--- config.mk ---
export PLATFORM = sky130hd
export DESIGN_NAME = multi_key_debounce_scanner
export DESIGN_NICKNAME = d
export VERILOG_FILES = /design/src/hdl/kdb_pkg.sv /design/src/hdl/multi_key_debounce_scanner.sv /design/src/hdl/kdb_step.sv
export SDC_FILE = /design/constraint.sdc
export NUM_CORES = 1
export LEC_CHECK = 0
export BUFFER_PORTS_ARGS = -buffer_cell sky130_fd_sc_hd__buf_2
export CAP_MARGIN = 20
export CORE_MARGIN = 2
export CORE_UTILIZATION = 40
export CTS_BUF_LIST = sky130_fd_sc_hd__clkbuf_4
export CTS_CLUSTER_DIAMETER = 30
export DETAILED_ROUTE_END_ITERATION = 8
export HOLD_SLACK_MARGIN = 0.05
export SYNTH_ARGS = -nofsm -noshare
export SYNTH_HDL_FRONTEND = slang
export SYNTH_HIERARCHICAL = 1
export SYNTH_SLANG_ARGS = --single-unit
--- constraint.sdc ---
create_clock -name clk -period 8.3 [get_ports clk]
set_clock_uncertainty 0.2 [all_clocks]
set_input_delay 0.415 -clock clk [delete_from_list [all_inputs] [get_ports clk]]
set_output_delay 0.415 -clock clk [all_outputs]
set_load 0.01 [all_outputs]
--- src/hdl/kdb_pkg.sv ---
package kdb_pkg;

	localparam int KEY_W = 16;
	localparam int IDX_W = 4;
	localparam int CNT_W = 5;
	localparam int PH_W = 5;

	localparam logic [PH_W-1:0] PH_UNSTABLE   = 5'h01;
	localparam logic [PH_W-1:0] PH_PRESSED    = 5'h02;
	localparam logic [PH_W-1:0] PH_NOTPRESSED = 5'h04;
	localparam logic [PH_W-1:0] PH_WAIT_IRQ   = 5'h08;
	localparam logic [PH_W-1:0] PH_POLL       = 5'h10;
	localparam logic [PH_W-1:0] PH_UNKNOWN    = PH_PRESSED | PH_NOTPRESSED;

	localparam logic [CNT_W-1:0] CNT_MAX = 5'd31;

	localparam logic [1:0] CFG_ACTIVE_HIGH = 2'd0;
	localparam logic [1:0] CFG_USE_IRQ     = 2'd1;
	localparam logic [1:0] CFG_KEY_COUNT   = 2'd2;
	localparam logic [1:0] CFG_DEBOUNCE    = 2'd3;

	localparam logic       ACT_TICK = 1'b0;
	localparam logic       ACT_EDGE = 1'b1;

	localparam logic [1:0] TMR_NONE     = 2'd0;
	localparam logic [1:0] TMR_DEBOUNCE = 2'd1;
	localparam logic [1:0] TMR_POLL     = 2'd2;

	localparam logic [1:0] WAKE_NONE    = 2'd0;
	localparam logic [1:0] WAKE_ACQUIRE = 2'd1;
	localparam logic [1:0] WAKE_RELEASE = 2'd2;

	typedef struct packed {
		logic             action;
		logic [IDX_W-1:0] key_index;
		logic [KEY_W-1:0] key_levels;
	} in_item_t;

	typedef struct packed {
		logic             event_valid;
		logic [IDX_W-1:0] event_key;
		logic             event_pressed;
		logic [1:0]       timer_request;
		logic [1:0]       wake_request;
		logic [KEY_W-1:0] edge_mask;
		logic             last;
	} out_item_t;

	typedef struct packed {
		logic            phase_we;
		logic [PH_W-1:0] phase_nxt;
		logic            cnt_inc;
		logic            cnt_dec;
		logic            edge_set;
		logic            edge_clr;
		logic            emit;
		logic            wake_acq;
	} step_t;

endpackage

--- src/hdl/multi_key_debounce_scanner.sv ---
// Key debouncer. A tick transaction walks the keys in use one per cycle through a
// single phase-step unit, unless an event is held up by a stalled output, emitting
// one event transaction per key that turns stable, then one status transaction
// (last=1) with timer/wake requests and the edge mask. Keys in use are at most 16.
// in_ready is high only between transactions, so no new transaction is taken while
// one is in flight. Writing key_count resets all key phases, the pending counter and
// the edge mask in the same cycle.
module multi_key_debounce_scanner import kdb_pkg::*; #(
	parameter int NKEYS = 16
) (
	input  logic       clk,
	input  logic       arst_n,
	input  logic       in_valid,
	output logic       in_ready,
	input  in_item_t   in_item,
	output logic       out_valid,
	input  logic       out_ready,
	output out_item_t  out_item,
	input  logic       cfg_we,
	input  logic [1:0] cfg_index,
	input  logic [4:0] cfg_data
);

	localparam int NPH = (NKEYS < 16) ? NKEYS : 16;
	localparam int PIW = (NPH > 1) ? $clog2(NPH) : 1;

	localparam logic [1:0] ST_IDLE  = 2'd0;
	localparam logic [1:0] ST_SCAN  = 2'd1;
	localparam logic [1:0] ST_EDGE  = 2'd2;
	localparam logic [1:0] ST_FINAL = 2'd3;

	logic [1:0]       state_q;
	logic             active_high_q, use_irq_q, debounce_q;
	logic [4:0]       key_count_q;
	logic [PH_W-1:0]  phase_q [NPH];
	logic [CNT_W-1:0] cnt_q;
	logic [KEY_W-1:0] edge_q;
	in_item_t         in_q;
	logic [IDX_W-1:0] idx_q;
	logic             acq_q;

	logic [4:0]       n, n_wr;
	logic [IDX_W-1:0] addr;
	logic             level, out_free, edge_ok, go, reinit, scan_end;
	step_t            step, eff;
	out_item_t        ev_item, fin_item;

	assign n = (key_count_q > 5'(NPH)) ? 5'(NPH) : key_count_q;
	assign n_wr = (cfg_data > 5'(NPH)) ? 5'(NPH) : cfg_data;
	assign reinit = cfg_we && cfg_index == CFG_KEY_COUNT;

	assign addr = (state_q == ST_EDGE) ? in_q.key_index : idx_q;
	assign level = in_q.key_levels[addr] ^ ~active_high_q;
	assign edge_ok = use_irq_q && {1'b0, in_q.key_index} < n && edge_q[in_q.key_index];
	assign out_free = !out_valid || out_ready;
	assign in_ready = state_q == ST_IDLE;
	assign scan_end = 5'({1'b0, idx_q} + 5'd1) >= n;

	kdb_step u_step (
		.phase      (phase_q[addr[PIW-1:0]]),
		.level      (level),
		.is_edge    (state_q == ST_EDGE),
		.use_irq    (use_irq_q),
		.debounce_en(debounce_q),
		.cnt_zero   (cnt_q == '0),
		.step       (step)
	);

	always_comb begin
		eff = '0;
		if (state_q == ST_SCAN || (state_q == ST_EDGE && edge_ok))
			eff = step;
	end

	assign go = (state_q == ST_SCAN || state_q == ST_EDGE) && (!eff.emit || out_free);

	always_ff @(posedge clk or negedge arst_n) begin
		if (!arst_n) begin
			active_high_q <= 1'b0;
			use_irq_q <= 1'b1;
			key_count_q <= 5'd16;
			debounce_q <= 1'b1;
		end else if (cfg_we) begin
			case (cfg_index)
				CFG_ACTIVE_HIGH: active_high_q <= cfg_data[0];
				CFG_USE_IRQ:     use_irq_q <= cfg_data[0];
				CFG_KEY_COUNT:   key_count_q <= cfg_data;
				CFG_DEBOUNCE:    debounce_q <= cfg_data[0];
				default:         ;
			endcase
		end
	end

	always_ff @(posedge clk or negedge arst_n) begin
		if (!arst_n) begin
			for (int i = 0; i < NPH; i++)
				phase_q[i] <= PH_UNKNOWN;
			cnt_q <= 5'(NPH);
			edge_q <= '1;
		end else if (reinit) begin
			for (int i = 0; i < NPH; i++)
				phase_q[i] <= PH_UNKNOWN;
			cnt_q <= n_wr;
			edge_q <= '1;
		end else if (go) begin
			if (eff.phase_we)
				phase_q[addr[PIW-1:0]] <= eff.phase_nxt;
			if (eff.cnt_inc && cnt_q != CNT_MAX)
				cnt_q <= cnt_q + 5'd1;
			if (eff.cnt_dec && cnt_q != '0)
				cnt_q <= cnt_q - 5'd1;
			if (eff.edge_set)
				edge_q <= edge_q | (KEY_W'(1) << addr);
			if (eff.edge_clr)
				edge_q <= edge_q & ~(KEY_W'(1) << addr);
		end
	end

	always_ff @(posedge clk or negedge arst_n) begin
		if (!arst_n) begin
			state_q <= ST_IDLE;
			idx_q <= '0;
			acq_q <= 1'b0;
		end else begin
			case (state_q)
				ST_IDLE: begin
					if (in_valid) begin
						idx_q <= '0;
						acq_q <= 1'b0;
						if (in_item.action == ACT_EDGE)
							state_q <= ST_EDGE;
						else if (n == '0)
							state_q <= ST_FINAL;
						else
							state_q <= ST_SCAN;
					end
				end
				ST_SCAN: begin
					if (go) begin
						idx_q <= idx_q + IDX_W'(1);
						if (scan_end)
							state_q <= ST_FINAL;
					end
				end
				ST_EDGE: begin
					if (go) begin
						acq_q <= eff.wake_acq;
						state_q <= ST_FINAL;
					end
				end
				ST_FINAL: begin
					if (out_free)
						state_q <= ST_IDLE;
				end
				default: state_q <= ST_IDLE;
			endcase
		end
	end

	always_ff @(posedge clk) begin
		if (in_valid && in_ready)
			in_q <= in_item;
	end

	always_ff @(posedge clk or negedge arst_n) begin
		if (!arst_n) begin
			out_valid <= 1'b0;
		end else if (go && eff.emit) begin
			out_valid <= 1'b1;
		end else if (state_q == ST_FINAL && out_free) begin
			out_valid <= 1'b1;
		end else if (out_ready) begin
			out_valid <= 1'b0;
		end
	end

	always_comb begin
		ev_item = '0;
		ev_item.event_valid = 1'b1;
		ev_item.event_key = addr;
		ev_item.event_pressed = level;
		fin_item = '0;
		fin_item.edge_mask = edge_q;
		fin_item.last = 1'b1;
		if (in_q.action == ACT_TICK) begin
			if (cnt_q != '0)
				fin_item.timer_request = TMR_DEBOUNCE;
			else if (!use_irq_q)
				fin_item.timer_request = TMR_POLL;
			else
				fin_item.wake_request = WAKE_RELEASE;
		end else if (acq_q) begin
			fin_item.timer_request = TMR_DEBOUNCE;
			fin_item.wake_request = WAKE_ACQUIRE;
		end
	end

	always_ff @(posedge clk) begin
		if (go && eff.emit)
			out_item <= ev_item;
		else if (state_q == ST_FINAL && out_free)
			out_item <= fin_item;
	end

`ifndef SYNTHESIS
	a_scan_in_range: assert property (@(posedge clk) disable iff (!arst_n)
		state_q == ST_SCAN |-> {1'b0, idx_q} < n)
		else $error("scan index beyond keys in use");

	a_final_no_event: assert property (@(posedge clk) disable iff (!arst_n)
		out_valid && out_item.last |-> !out_item.event_valid)
		else $error("status transaction flagged as event");

	a_busy_after_accept: assert property (@(posedge clk) disable iff (!arst_n)
		in_valid && in_ready |=> state_q != ST_IDLE)
		else $error("sequencer idle after accepting a transaction");
`endif

endmodule

--- src/hdl/kdb_step.sv ---
module kdb_step import kdb_pkg::*; (
	input  logic [PH_W-1:0] phase,
	input  logic            level,
	input  logic            is_edge,
	input  logic            use_irq,
	input  logic            debounce_en,
	input  logic            cnt_zero,
	output step_t           step
);

	logic [PH_W-1:0] d;

	always_comb begin
		step = '0;
		d = (phase & PH_UNSTABLE) != '0 ? PH_UNKNOWN : phase;
		if (is_edge) begin
			if (debounce_en) begin
				step.phase_we = 1'b1;
				if ((phase & PH_WAIT_IRQ) != '0) begin
					step.phase_nxt = PH_UNKNOWN;
					step.cnt_inc = 1'b1;
					step.wake_acq = cnt_zero;
				end else begin
					step.phase_nxt = PH_UNSTABLE;
					step.edge_clr = 1'b1;
				end
			end else begin
				step.emit = 1'b1;
			end
		end else if ((phase & PH_WAIT_IRQ) == '0) begin
			step.phase_we = 1'b1;
			step.edge_set = (phase & PH_UNSTABLE) != '0;
			step.phase_nxt = d;
			if ((d & PH_POLL) != '0) begin
				if (level != ((d & PH_PRESSED) != '0)) begin
					step.cnt_inc = 1'b1;
					step.phase_nxt = PH_UNKNOWN;
				end
			end else if (level && (d & PH_NOTPRESSED) != '0) begin
				step.phase_nxt = PH_PRESSED;
			end else if (!level && (d & PH_PRESSED) != '0) begin
				step.phase_nxt = PH_NOTPRESSED;
			end else begin
				step.cnt_dec = 1'b1;
				step.emit = 1'b1;
				step.phase_nxt = d | (use_irq ? PH_WAIT_IRQ : PH_POLL);
			end
		end
	end

endmodule

==> flow_summary.toml <==
[final_layout]
multi_input_area_um2 = 4556
syn_to_final_growth_pct = 12.27
nFillCells = 2213
stdcell_area_um2 = 10290
seqCellArea_um2 = 4214
layout.cells.non_filler = 1377
fin_nets = 1129
drive_gt1_share_pct = 19.16

[sta]
rsz0062_at_grt = "false"
tns_ps = 0
min_period_over_period_pct = 72.85
setup_viol = 0
slew_viol_final = 0
hold_viol = 0
fmax_mhz = 165.4
slew_headroom_pct = 27.08
min_period_ps = 6047
tightest_slew_ps = 1094

[yosys]
synthesis.area_um2 = 9169
synth_edf_count = 26
synthCells = 1034
synth_top_area_share_pct = 17.74
synth_top_area_cell = "dfrtp_1"
synth_nets = 1085
avgSynthCellArea_um2 = 8.867
synthArstFlopShare_pct = 70.91
ys_ff_latch = 165
yosys-top-cells-area = "dfrtp_1, dfstp_2, edfxtp_1"
synth_cell_types = 75
synth-seq-area-share_pct = 45.96
synth_common_cells = "nand2_1, nand3_1, o21ai_0, a21oi_1, dfrtp_1"
synthFlopType = "dfrtp_1"
synth_most_common_cell = "nand2_1"
synth_warnings = 6

[clocking]
numCtsBuffers = 17
post_cts_resized = 0
h-tree-depth = 4
cts.reportedPaths.clkPinSlew_ps = 140
ctsHoldBuffers = 34
cts_sinks = 165
insertion_delay_ps = 570
cts_setup_buffers = 0
clockRootBuffer = "clkbuf_4"
cts_tree = "done"
clockBufferDepth = 2

[power]
p_total_uw = 3524
irDropWorstVdd_mv = 0.1811
leakage_uw = 0.004075
power_density_nw_per_um2 = 342.3

[global_route]
grt_pass1_vias = 8019
grt_start_max_net_pins = 84
grt.total_usage_pct = 23.11
grt_overflow = 0
antenna_found_initial = 1
grt_pass1_wl_mm = 44.28

[die]
io_pins = 62
coreArea_um2 = 22570
core.rowCount = 55
die_w_um = 155.4
die_h_um = 155.4
initial_utilization_pct = 40.62
die-area_um2 = 24150

[route]
wl_mm = 27.37
drt_iter0_markers = 738
drt_first_pass_iters = 6
drcViolationCount = 0
vias = 8277
wl_per_cell_um = 19.88
ant_nets = 0
via_per_inst = 6.011

[setup_path]
cp.arrival_ps = 6340
cp.required_ps = 8590
crit_path_end_kind = "flip-flop"
cp_max_fo = 38
cp-start-kind = "flip-flop"
crit_type = "reg -> reg"
reg2reg_depth = 20

[min_path]
hp-class = "in -> async"

[placement]
io_buffers = 61
dp_hpwl_mm = 16.86
gp_congestion = 0.8340
placed_cells = 1309
dpl_cell_area_um2 = 9671

[outcome]
status = "finished clean"

[run]
drv_cap = 0
-- layer usage --
layer / vias up / global-route usage [%] / share of wire (%)
li1: 3854 / - / -
met1: 4079 / 32.92 / 46
met2: 322 / 37.10 / 46
met3: 22 / 4.067 / 6.4
met4: 0 / 4.718 / 0.98
met5: - / 0 / 0
-- stage by stage --
stage	utilization [%]	worst slack (ps)	hold slack, ps
finish	45.60	2253	121.8
global route	45.60	1858	142.9
CTS	45.47	2413	97.80
detailed placement	42.84	2490	214.1
global placement	42.79	2460	209.3
floorplan	-	3285	-80.59
-- path summary, 6_finish.rpt --
check,from,to,slack (ps)
max,state_q[0]$_DFFE_PN0P_,phase_q[28]$_DFFE_PN0P_,2250
min,arst_n,key_count_q[0]$_DFFE_PN0P_,120
max reg2reg,state_q[0]$_DFFE_PN0P_,phase_q[28]$_DFFE_PN0P_,2250
min reg2reg,out_item[26]$_SDFFE_PP1P_,out_item[26]$_SDFFE_PP1P_,250
max in group asynchronous,arst_n,phase_q[47]$_DFFE_PN1P_,6590
min in group clk,in_valid,acq_q$_DFFE_PN0P_,230
-- worst max-delay path: stages, from the launching register on --
cell       delay [ps]
dfrtp_1           430
inv_1             110
ha_1              160
buf_4             310
mux2_2            440
buf_4             470
nand2_1            90
and3_1            170
a311oi_1          240
a31oi_1            60
a21oi_1           550
nor2_1            230
o21ai_1           220
o22ai_1           170
nand3b_1          240
and2_1            370
nand2_1           250
a2111oi_4         700
buf_6             250
nand3_1            90
a21oi_1           160
-- power by group --
part	internal, µW	switching, µW
sequential	1000	114
combinational	593	1360
clock	159	297
-- state kept, by name, summed over array words and instances, names as in the netlist --
register / flops
cnt_q: 5
phase_q: 80
out_valid: 1
edge_q: 16
active_high_q: 1
in_q: 21
use_irq_q: 1
debounce_q: 1
key_count_q: 5
out_item: 27
acq_q: 1
idx_q: 4
state_q: 2
-- cell usage in the layout, fill, tap and decap left out, types with 4 or more instances in the layout --
cell / count
edfxtp_1: 26
ha_1: 18
clkbuf_4: 20
a2111oi_4: 4
o311ai_0: 4
a31oi_1: 7
buf_4: 25
nor2_1: 34
a21oi_1: 79
dfstp_2: 52
buf_2: 60
and4_1: 13
nand4_1: 10
dfrtp_1: 65
inv_1: 11
and2_1: 7
a41oi_1: 12
nand2_1: 169
dlygate4sd3_1: 34
clkinv_2: 6
nand3b_1: 5
o2111ai_1: 5
nand2b_1: 5
nor3_1: 4
nor2b_1: 4
o21ai_1: 5
nand3_1: 130
a32oi_1: 4
mux2_2: 7
o21ai_0: 115
a311oi_1: 17
and3_1: 17
xor2_1: 4
mux2i_1: 17
dfxtp_1: 22
-- layout make-up --
type                            instances  share of cell area [%]
Antenna cell                            1                 0.02431
Clock buffer                           20                   1.459
Clock inverter                         12                  0.9967
Inverter                               12                  0.4376
Multi-Input combinational cell        761                   44.26
Sequential cell                       165                   40.94
Tap cell                              285                   3.464
Timing Repair Buffer                  121                   8.424
-- kinds of logic after synthesis --
family                   share of synthesized area [%]
XOR/XNOR                                        0.5731
AO/OA/AOI/OAI                                    20.40
AND/OR/NAND/NOR                                  21.66
flip-flops                                       45.96
adder cells (fa/ha/maj)                          2.456
buffers and inverters                            5.063
multiplexers                                     3.889
(Power assumes the default switching activity.)
